`src/design/smt_pkg.sv`:
```
// ----------------------------------------------------------------------------
// smt_pkg: shared types and constants for the sorted-insert median tracker
// Store depth, index and count widths, sequencer states and the structs
// that travel between the cell row, the selection tree and the top level.
// ----------------------------------------------------------------------------
package smt_pkg;

	// store geometry
	localparam int DEPTH   = 64;
	localparam int IDX_W   = (DEPTH > 1) ? $clog2(DEPTH) : 1;
	localparam int CNT_W   = $clog2(DEPTH + 1);
	localparam int WORD_W  = 32;
	localparam int MED_W   = WORD_W + 1;
	localparam int COUNT_W = 7;

	// selection tree: groups of GRP cells reduced in the first stage
	localparam int GRP  = 8;
	localparam int NGRP = (DEPTH + GRP - 1) / GRP;

	typedef logic signed [WORD_W-1:0] word_t;
	typedef logic [IDX_W-1:0]         idx_t;
	typedef logic [CNT_W-1:0]         cnt_t;

	// broadcast to every cell of the row
	typedef struct packed {
		logic  ins_en;
		word_t value;
	} smt_bcast_t;

	// read positions for the selection tree
	typedef struct packed {
		idx_t lo_idx;
		idx_t hi_idx;
		idx_t max_idx;
	} smt_sel_t;

	// values picked out of the row
	typedef struct packed {
		word_t lo;
		word_t hi;
		word_t max;
	} smt_pick_t;

	// sequencer
	typedef enum logic [1:0] {
		ST_IDLE,
		ST_SEL,
		ST_OUT
	} smt_state_t;

endpackage

```
`src/design/smt_cell.sv`:
```
// ----------------------------------------------------------------------------
// smt_cell: one entry of the sorted row
// Holds one value. On an insert it keeps its value when smaller than the new
// one, takes the new value when it is the insert point, else takes the value
// of its left neighbor (shift right by one).
// ----------------------------------------------------------------------------
module smt_cell (
	input  logic               clk,
	input  smt_pkg::smt_bcast_t bcast,
	input  logic               valid,
	input  logic               left_lt,
	input  smt_pkg::word_t     left_entry,
	output smt_pkg::word_t     entry,
	output logic               lt
);
	import smt_pkg::*;

	word_t entry_q;

	// this entry stays in place when it is a live entry below the new value
	assign lt    = valid && (entry_q < bcast.value);
	assign entry = entry_q;

	// insert point or shift
	always_ff @(posedge clk) begin
		if (bcast.ins_en && !lt) begin
			entry_q <= left_lt ? bcast.value : left_entry;
		end
	end

endmodule

```
`config.mk`:
```
export PLATFORM = sky130hd
export DESIGN_NAME = smt_cell
export DESIGN_NICKNAME = d
export VERILOG_FILES = /design/src/design/smt_pkg.sv /design/src/design/smt_cell.sv
export SDC_FILE = /design/constraint.sdc
export NUM_CORES = 1
export LEC_CHECK = 0
export BUFFER_PORTS_ARGS = -buffer_cell sky130_fd_sc_hd__clkbuf_2
export CAP_MARGIN = 10
export CELL_PAD_IN_SITES_DETAIL_PLACEMENT = 1
export CELL_PAD_IN_SITES_GLOBAL_PLACEMENT = 1
export CORE_AREA = 2 2 87 80
export CTS_CLUSTER_SIZE = 12
export DETAILED_ROUTE_END_ITERATION = 7
export DIE_AREA = 0 0 89 82
export PLACE_DENSITY_LB_ADDON = 0.1
export SYNTH_ARGS = -nofsm -noshare
export SYNTH_HDL_FRONTEND = slang
export SYNTH_SLANG_ARGS = --single-unit
```
`constraint.sdc`:
```
create_clock -name clk -period 10.6 [get_ports clk]
set_input_delay 2.12 -clock clk [delete_from_list [all_inputs] [get_ports clk]]
set_output_delay 2.12 -clock clk [all_outputs]
set_load 0.005 [all_outputs]
```
## Word level (Yosys, flattened, before mapping)

Index checks and enable logic that the tools add are counted.
Widths: inputs -> output; s select.

| operators by class | value |
|---|---|
| reduce and logical (&&, ||, !) cells | 3 |
| muxes and demuxes | 1 |
| order comparisons | 1 |

Operators with widths:

| kind | count |
|---|---|
| $lt 32x32->1 | 1 |
| $mux 32 | 1 |
| $logic_and 1x1->1 | 2 |
| $logic_not 1->1 | 1 |

| word-level totals | value |
|---|---|
| logic and storage cells | 6 |
| input bits | 68 |
| register bits | 32 |

## Depth between registers and ports, before layout

Gate-level depths: netlist (run 1).

| depth | value |
|---|---|
| word-level depth | 4 |
| mapped depth | 8 |

## Worst setup path before layout (run 1)

Ideal clock, no wire load.

| path | value |
|---|---|
| path type | input -> output |
| start | input port bcast[2] (netlist bit) |
| end | output port lt |
| arrival time | 3.539 ns |
| slack | 4.941 ns |
| stages on the path | 8 |
| path buffers | 0 |
| path through | inv_1 > ha_1 > a211o_1 > a31oi_1 > o311a_1 > o41ai_2 > a31oi_1 > mux2i_1 |

| between the ends | value |
|---|---|
| cells in the longest elaborated chain, start to end | 2 |

Ends and longest elaborated chain:

| item | RTL line | source |
|---|---|---|
| start, declared | smt_cell.sv:9 | `input smt_pkg::smt_bcast_t bcast,` |
| $lt 32x32->1 | smt_cell.sv:21 | `assign lt = valid && (entry_q < bcast.value);` |
| $logic_and 1x1->1 | smt_cell.sv:21 |  |
| end, declared | smt_cell.sv:14 | `output logic lt` |

No other way between the ends.

## Final worst setup path (run 1)

Ends and elaborated chain as after synthesis.

==> flow_metrics.tcl, run 1 <==
set metrics [dict create \
    status "complete, no violations" \
    die-area_um2 7300 \
    holdBufCountCts 0 \
    numCtsBuffers 5 \
    ant_nets 0 \
    drt_wl_total_um 5030 \
    cts_max_level 2 \
    whs_ns 1.12 \
    fin_setup_tns_ns 0 \
    worstMarginPinSlew_ns 0.843 \
    path_class "input pin to primary output" \
    die_h_um 82 \
    synth_top_family_by_area "adder cells" \
    first_pass_iters 2 \
    period_needed_ns 6.11 \
    largest_register_ff_count 32 \
    antenna_found_initial 0 \
    antenna_cells 0 \
    synth.net_count 284 \
    gp_congestion 0.705 \
    overflow 0 \
    report.final.slew_viol_count 0 \
    ys_ff_latch 32 \
    p_per_area_nw_per_um2 117 \
    synth_cell_types 28 \
    clk_pin_slew_ns 0.07 \
    netlist_area_um2 2190 \
    ctsResizeCount 0 \
    avgViaCountPerCell 4.55 \
    pwr-share-comb_pct 26.6 \
    syn_to_final_growth_pct 31.5 \
    yosys.area_share.adder_pct 17.7 \
    hold_viol_final 0 \
    ys_seq_area_share_pct 44.0 \
    drtIter0Drc 39 \
    coreArea_um2 6450 \
    clock_skew_ns 0.00550 \
    timing.final.crit_share_pct 57.6 \
    p_seq_share_pct 48.3 \
    grt_pass1_wl_um 7960 \
    setup_viol 0 \
    fin_nets 388 \
    cp.required_ns 8.48 \
    switching_share_pct 28.0 \
    cts_tree "yes" \
    end_kind "primary output" \
    drive_gt1_share_pct 48.8 \
    maxSlewHeadroom_pct 43.8 \
    cp_max_fo 2 \
    hold_path.class "flop to flop" \
    dp_hpwl_um 4210 \
    clk_path_buf_depth 2 \
    p_leak_uw 0.00142 \
    layout_common_cells "100 x clkbuf_2, 32 x edfxtp_1, 31 x inv_1, 31 x ha_1, 27 x mux2_2" \
    use_met3_pct 4.22 \
    crit_path_start_kind "input pin" \
    ios 101 \
    internal_power_uw 242 \
    synthMuxAreaShare_pct 16.9 \
    ir_worst_vdd_mv 0.0547 \
    drc 0 \
    postCtsSetupBuffers 0 \
    grtUsageMet1_pct 17.6 \
    final_common_cell "clkbuf_2" \
    vias 1715 \
    die_w_um 89 \
    initial_core_util_pct 33.9 \
    ys_warn_count 0 \
    yosys.area_share.simple_pct 6.98 \
    cts.sinks 32 \
    rsz0062_at_grt "false" \
    arrival_ns 3.99 \
    cts_root_buf "clkbuf_8" \
    switchingPower_uw 94.1 \
    synth_cells 185 \
    io_buffers 100 \
    grt_start_max_net_pins 33 \
    grt_pass1_vias 1781 \
    synth_xor_area_share_pct 0 \
    drv_cap 0 \
    grt_use_total_pct 14.3 \
    busiest_layer "met2" \
    clk_latency_ns 0.28 \
    wl_per_cell_um 13.3 \
    clock.fmax_mhz 164 \
    avgSynthCellArea_um2 11.8 \
    synth_compound_area_share_pct 8.36 \
    gr-usage-met2_pct 24.2 \
    pwr-share-clk_pct 25.1 \
    rows 28 \
]
cells in the mapped netlist:
master    number  share of area (%)
nor4_4         1               0.97
clkbuf_1       1               0.17
nand4_2        1               0.57
mux2_2        27                 14
nand4_1        3               0.86
buf_1          3               0.52
mux2i_1        1               0.46
nand2_1       11                1.9
o21ai_0        5                1.1
a31oi_1        3               0.86
a21o_1         1               0.34
a21oi_4        1               0.74
o21ai_1        1               0.23
or2b_1         1               0.34
nand3_1        3               0.69
o41ai_2        1               0.74
ha_1          31                 18
nor2_1         4               0.69
inv_1         31                5.3
nand2b_2       1               0.40
and3_1         1               0.29
o311a_1        1               0.46
a221oi_2       1               0.69
a211o_1        1               0.40
edfxtp_1      32                 44
a21oi_1       12                2.7
nand2b_1       1               0.29
mux2_1         5                2.6
power by group through the flow:
stage / Clock, uW / Sequential (uW) / Combinational (uW)
CTS: 88.2 / 163 / 92.0
floorplan: 0 / 166 / 49.9
finish: 84.5 / 162 / 89.3
detailed placement: 0 / 166 / 91.4
global route: 92.9 / 164 / 103
global placement: 0 / 165 / 90.3
through the flow:
step                      area [um^2]  utilization, %  setup slack [ns]  power (uW)  instances
final                            2880            44.6              4.49         336        377
after global routing             2880            44.6              4.27         360        377
after CTS                        2880            44.6              4.45         343        377
after detailed placement         2810            43.5              4.46         257        372
after global placement           2810            43.5              4.51         255        372
after floorplan                  2190               -              4.94         216        185
worst paths after layout:
check	startpoint	slack, ns	endpoint	depth (start not counted)
setup reg to reg	entry[7]$_DFFE_PP_	7.58	entry[22]$_DFFE_PP_	7
hold / removal	entry[31]$_DFFE_PP_	1.12	entry[7]$_DFFE_PP_	2
setup / recovery	bcast[2]	4.49	lt	10
hold reg to reg	entry[31]$_DFFE_PP_	1.12	entry[7]$_DFFE_PP_	2
layer usage:
metal	share of wire, %	wire [um]
met1	45	2260
met2	47	2360
met4	1.2	60
met3	6.9	349
met5	0	0
worst max-delay path: stages:
cell	delay, ns
clkbuf_2	0.09
inv_1	0.04
ha_1	0.29
a211o_1	0.29
a31oi_1	0.14
o311a_1	0.20
o41ai_2	0.08
a31oi_1	0.36
mux2i_1	0.23
clkbuf_2	0.14
logic make-up after synthesis:
kind of cell	after synthesis
adder cells (fa/ha/maj)	31
AND/OR/NAND/NOR	27
AO/OA/AOI/OAI	27
multiplexers	33
flip-flops	32
buffers and inverters	35
layout make-up:
type,count,area [um^2]
Sequential cell,32,961
Multi-Input combinational cell,118,1110
Clock buffer,5,68.8
Tap cell,90,113
Timing Repair Buffer,101,508
Inverter,31,116
Fill cell,792,3570
Power figures use the tool's default switching activity.
==> run 2: changes to the inputs <==
--- a/config.mk
+++ b/config.mk
@@ -9,10 +9,10 @@
 export CAP_MARGIN = 10
 export CELL_PAD_IN_SITES_DETAIL_PLACEMENT = 1
 export CELL_PAD_IN_SITES_GLOBAL_PLACEMENT = 1
-export CORE_AREA = 2 2 87 80
+export CORE_AREA = 2 2 91 84
 export CTS_CLUSTER_SIZE = 12
 export DETAILED_ROUTE_END_ITERATION = 7
-export DIE_AREA = 0 0 89 82
+export DIE_AREA = 0 0 93 86
 export PLACE_DENSITY_LB_ADDON = 0.1
 export SYNTH_ARGS = -nofsm -noshare
 export SYNTH_HDL_FRONTEND = slang
==> constraint.sdc (replaced) <==
create_clock -name clk -period 5.36 [get_ports clk]
set_input_delay 1.072 -clock clk [delete_from_list [all_inputs] [get_ports clk]]
set_output_delay 1.072 -clock clk [all_outputs]
set_load 0.005 [all_outputs]
==> flow_metrics.tcl, run 2 (synthesis results as in run 1) <==
set metrics [dict create \
    cts_tree "yes" \
    clock.fmax_mhz 247 \
    clk_path_buf_depth 2 \
    clock_skew_ns 0.00542 \
    path_class "input pin to primary output" \
    status "complete, no violations" \
    timing.final.crit_share_pct 75.4 \
    largest_register_ff_count 32 \
    drt_wl_total_um 5390 \
    fin_setup_tns_ns 0 \
    initial_core_util_pct 31.4 \
    crit_chain "clkbuf_2 -> inv_1 -> ha_1 -> a211o_1 -> a31oi_1 -> o311a_1 -> o41ai_2 -> a31oi_1 -> mux2i_1 -> clkbuf_2" \
    clk_pin_slew_ns 0.07 \
    final_common_cell "clkbuf_2" \
    ios 101 \
    cp-startpoint "bcast[2]" \
    report.final.slew_viol_count 0 \
    dp_cells 375 \
    vias 1758 \
    antenna_found_initial 0 \
    ir_worst_vdd_mv 0.120 \
    postCtsSetupBuffers 0 \
    drc 0 \
    hold_viol_final 0 \
    die_h_um 86 \
    io_buffers 100 \
    end_kind "primary output" \
    die-area_um2 8000 \
    drtIter0Drc 54 \
    maxSlewHeadroom_pct 40.7 \
    cts.sinks 32 \
    layout_common_cells "100 x clkbuf_2, 32 x edfxtp_1, 31 x inv_1, 31 x ha_1, 27 x mux2_2" \
    cts_max_level 2 \
    numCtsBuffers 5 \
    drv_cap 0 \
    cp_max_fo 2 \
    arrival_ns 2.97 \
    syn_to_final_growth_pct 32.1 \
    grt_pass1_wl_um 8780 \
    p_per_area_nw_per_um2 235 \
    gp_congestion 0.684 \
    overflow 0 \
    cts_root_buf "clkbuf_8" \
    cpLargestDelayFamily "compound AO/OA/AOI/OAI gates" \
    drive_gt1_share_pct 48.8 \
    grt_start_max_net_pins 33 \
    coreArea_um2 6970 \
    rows 29 \
    ctsResizeCount 0 \
    antenna_cells 0 \
    p_leak_uw 0.00143 \
    worstMarginPinSlew_ns 0.889 \
    timing.rr.start "entry[7]$_DFFE_PP_" \
    fin_nets 388 \
    wl_per_cell_um 14.1 \
    die_w_um 93 \
    grt_pass1_vias 1897 \
    avgViaCountPerCell 4.60 \
    setup_viol 0 \
    cpMaxStageDelayCell "a31oi_1" \
    hp-start "left_entry[6]" \
    rsz0062_at_grt "false" \
    crit_path_start_kind "input pin" \
    holdBufCountCts 0 \
    hold_path.class "input pin to flop" \
    first_pass_iters 3 \
    r2r_slack_ns 2.39 \
    grt_use_total_pct 14.0 \
    max_stage_delay_ns 0.37 \
    period_needed_ns 4.04 \
    fin_util_pct 41.5 \
    dp_hpwl_um 4430 \
    cp.required_ns 4.29 \
    critical_path_buf_inv_count 3 \
    clk_latency_ns 0.29 \
    instances_no_fill 382 \
    ant_nets 0 \
]
==> run 2: cell count changes in the layout (fill, tap and decap cells not counted), sizes merged <==
cell / previous run / this run
clkbuf: 105 / 106
clkinv: 0 / 1
==> run 2: cell type report <==
class	count	area, um^2
well taps	93	116
clock inverters	1	5.00
flip-flops and latches	32	961
inverters	31	116
multi-input cells	118	1110
repair buffers	101	508
fillers	819	4080
clock buffers	6	72.6
==> run 2: path summary, 6_finish.rpt <==
check | endpoint | depth (start not counted)
setup reg to reg | entry[28]$_DFFE_PP_ | 7
hold reg to reg | entry[17]$_DFFE_PP_ | 2
setup / recovery | lt | 10
hold / removal | entry[6]$_DFFE_PP_ | 2
==> run 2: routing by layer <==
| layer | track usage (%) | part of all wire [%] |
|---|---|---|
| met5 | 0 | 0 |
| met4 | 4.55 | 1.2 |
| met3 | 3.78 | 6.5 |
| met2 | 23.0 | 46 |
| met1 | 17.9 | 46 |
==> run 2: report_power, final <==
| group | switching [uW] | total (uW) | internal, uW |
|---|---|---|---|
| combinational | 91.4 | 178 | 86.7 |
| sequential | 13.0 | 321 | 308 |
| clock | 92.1 | 180 | 88.3 |
| total | 196 | 679 | 483 |
==> run 2: metrics by stage <==
stage | power (uW) | area, um^2 | hold slack (ns) | worst slack (ns)
final | 679 | 2890 | 1.07 | 1.32
after floorplan | 427 | 2190 | 1.27 | 0.968
after global placement | 506 | 2810 | 1.09 | 1.30
after global routing | 725 | 2890 | 1.06 | 1.19
after CTS | 694 | 2890 | 1.07 | 1.28
after detailed placement | 509 | 2810 | 1.11 | 1.28
==> run 3: changes to the inputs <==
--- a/config.mk
+++ b/config.mk
@@ -5,14 +5,15 @@
 export SDC_FILE = /design/constraint.sdc
 export NUM_CORES = 1
 export LEC_CHECK = 0
+export ABC_AREA = 1
 export BUFFER_PORTS_ARGS = -buffer_cell sky130_fd_sc_hd__clkbuf_2
 export CAP_MARGIN = 10
 export CELL_PAD_IN_SITES_DETAIL_PLACEMENT = 1
 export CELL_PAD_IN_SITES_GLOBAL_PLACEMENT = 1
-export CORE_AREA = 2 2 91 84
+export CORE_AREA = 2 2 88 81
 export CTS_CLUSTER_SIZE = 12
 export DETAILED_ROUTE_END_ITERATION = 7
-export DIE_AREA = 0 0 93 86
+export DIE_AREA = 0 0 90 83
 export PLACE_DENSITY_LB_ADDON = 0.1
 export SYNTH_ARGS = -nofsm -noshare
 export SYNTH_HDL_FRONTEND = slang
==> constraint.sdc (replaced) <==
create_clock -name clk -period 3.85 [get_ports clk]
set_input_delay 0.77 -clock clk [delete_from_list [all_inputs] [get_ports clk]]
set_output_delay 0.77 -clock clk [all_outputs]
set_load 0.005 [all_outputs]
==> flow_metrics.tcl, run 3 <==
set metrics [dict create \
    path_class "input pin to primary output" \
    clk_pin_slew_ns 0.07 \
    cts_max_level 2 \
    io_buffers 100 \
    yosysTopAreaCell "edfxtp_1" \
    ys.flop_type "edfxtp_1" \
    numCtsBuffers 5 \
    largest_register_ff_count 32 \
    hold_path.class "input pin to flop" \
    coreArea_um2 6520 \
    rows 28 \
    max_stage_delay_ns 0.33 \
    gp_congestion 0.688 \
    fin_ws_ns 0.865 \
    synthTopCellsByArea "edfxtp_1 44%, ha_1 18%, a21oi_1 9.7%" \
    hold_path_depth 2 \
    clock.fmax_mhz 335 \
    clk_latency_ns 0.28 \
    fin_setup_tns_ns 0 \
    hold_viol_final 0 \
    clk_path_buf_depth 2 \
    synth-async-reset-ratio_pct 0 \
    rsz0062_at_grt "false" \
    crit_chain "clkbuf_2 -> inv_1 -> ha_1 -> nand2_1 -> nor2_2 -> nand2_1 -> inv_1 -> a21oi_4 -> a21oi_2 -> nor2_2 -> clkbuf_2" \
    timing.rr.end "entry[22]$_DFFE_PP_" \
    cp_max_fo 3 \
    reg2reg_depth 10 \
    pre_cts_slack_ns 0.813 \
    drive_gt1_share_pct 36.9 \
    p_per_area_nw_per_um2 320 \
    overflow 0 \
    r2r_slack_ns 1.36 \
    fillers 851 \
    ios 101 \
    drt_wl_total_um 5210 \
    status "complete, no violations" \
    ys_ff_latch 32 \
    drc 0 \
    final_common_cell "clkbuf_2" \
    cpMaxStageDelayCell "ha_1" \
    ant_nets 0 \
    synth_common_cells "42 x a21oi_1, 40 x inv_1, 37 x nor2_1, 32 x edfxtp_1, 31 x ha_1" \
    synth.net_count 341 \
    report.final.slew_viol_count 0 \
    grt_pass1_vias 1966 \
    worstMarginPinSlew_ns 0.769 \
    antenna_cells 0 \
    arrival_ns 2.21 \
    period_needed_ns 2.98 \
    cts_root_buf "clkbuf_8" \
    grt_use_total_pct 14.3 \
    initial_core_util_pct 33.4 \
    timing.rr.start "entry[31]$_DFFE_PP_" \
    wl_per_cell_um 12.0 \
    die-area_um2 7470 \
    synth_cells 242 \
    synth_most_common_cell "a21oi_1" \
    maxSlewHeadroom_pct 48.7 \
    ys_seq_area_share_pct 44.2 \
    end_kind "primary output" \
    first_pass_iters 3 \
    die_w_um 90 \
    die_h_um 83 \
    antenna_found_initial 0 \
    syn_to_final_growth_pct 31.8 \
    yosysTopAreaCellShare_pct 44.2 \
    min_to "entry[0]$_DFFE_PP_" \
    cp.required_ns 3.08 \
    ir_worst_vdd_mv 0.114 \
    ys_warn_count 0 \
    setup_viol 0 \
    timing.final.crit_share_pct 77.5 \
    vias 1951 \
    synth_cell_types 20 \
    drtIter0Drc 35 \
    fin_nets 443 \
    p_leak_uw 0.00149 \
    dp_hpwl_um 4300 \
    netlist_area_um2 2170 \
    postCtsSetupBuffers 0 \
    holdBufCountCts 0 \
    cts.sinks 32 \
    drv_cap 0 \
    grt_start_max_net_pins 40 \
    ctsResizeCount 0 \
    avgViaCountPerCell 4.50 \
    avgSynthCellArea_um2 8.98 \
    crit_path_start_kind "input pin" \
    cts_tree "yes" \
    grt_pass1_wl_um 8630 \
    layout_common_cells "100 x clkbuf_2, 42 x a21oi_1, 40 x inv_1, 37 x nor2_1, 32 x edfxtp_1" \
    hp-start "left_entry[0]" \
    synth_edf_count 32 \
    clock_skew_ns 0.00421 \
]
## run 3: cell count changes in the layout (fill, tap and decap cells not counted), moves of 3 or more
cell,change
a21oi_2,+3
a21oi_1,+30
mux2_2,-26
mux2_1,-5
nor2_1,+33
nand2_1,+17
inv_1,+9
nand3_2,+3
nor2_2,+5
o21ai_0,-3
## run 3: layer usage
layer | share of wire, % | GRT usage, % | vias to the layer above
met5 | 0 | 0 | -
met1 | 46 | 17.8 | 878
met2 | 46 | 23.0 | 60
met4 | 1.3 | 5.31 | 0
li1 | - | - | 1007
met3 | 7.2 | 4.81 | 6
## run 3: worst max-delay path by stage
stage	cells after the start	to	from	slack [ns]
final	11	lt	bcast[31]	0.87
after global routing	14	lt	bcast[15]	0.72
after CTS	13	lt	bcast[5]	0.85
after detailed placement	12	entry[17]$_DFFE_PP_	bcast[31]	0.81
after global placement	15	entry[21]$_DFFE_PP_	bcast[5]	0.85
after floorplan	11	entry[0]$_DFFE_PP_	bcast[21]	0.82
## run 3: final cells by class
cell class | count | area, um^2 | share of cell area [%]
clock inverters | 1 | 5.00 | 0.175
repair buffers | 102 | 528 | 18.4
multi-input cells | 162 | 1030 | 36.0
flip-flops and latches | 32 | 961 | 33.5
inverters | 41 | 154 | 5.37
well taps | 90 | 113 | 3.93
clock buffers | 6 | 72.6 | 2.53
## run 3: report_power, final
| part | switching (uW) | internal [uW] | total, uW | leakage [uW] |
|---|---|---|---|---|
| Sequential | 15.6 | 423 | 439 | 0.000302 |
| Combinational | 126 | 106 | 232 | 0.00114 |
| Clock | 124 | 123 | 247 | 0.0000410 |
| Total | 266 | 652 | 918 | 0.00149 |
## run 3: cell families after synthesis
family / share of synthesized area [%]
flip-flops: 44.2
buffers and inverters: 8.52
multiplexers: 0.518
adder cells (fa/ha/maj): 17.8
AO/OA/AOI/OAI: 12.6
AND/OR/NAND/NOR: 16.3
## run 3: through the flow
step	cell area (um^2)	hold slack, ns	cells	utilization, %	total power, uW
2_1_floorplan	2170	0.990	242	-	580
3_3_place_gp	2790	1.09	427	42.8	678
3_5_place_dp	2790	1.09	427	42.8	685
4_1_cts	2870	0.788	434	44.0	943
5_1_grt	2870	0.788	434	44.0	982
6_report	2870	0.793	434	44.0	918
## run 3: worst max-delay path, delay by kind of cell
family          cells  cell delay, ns
compound gates      2            0.25
fa+ha+maj           1            0.33
buf+inv             4            0.37
simple gates        4            0.49
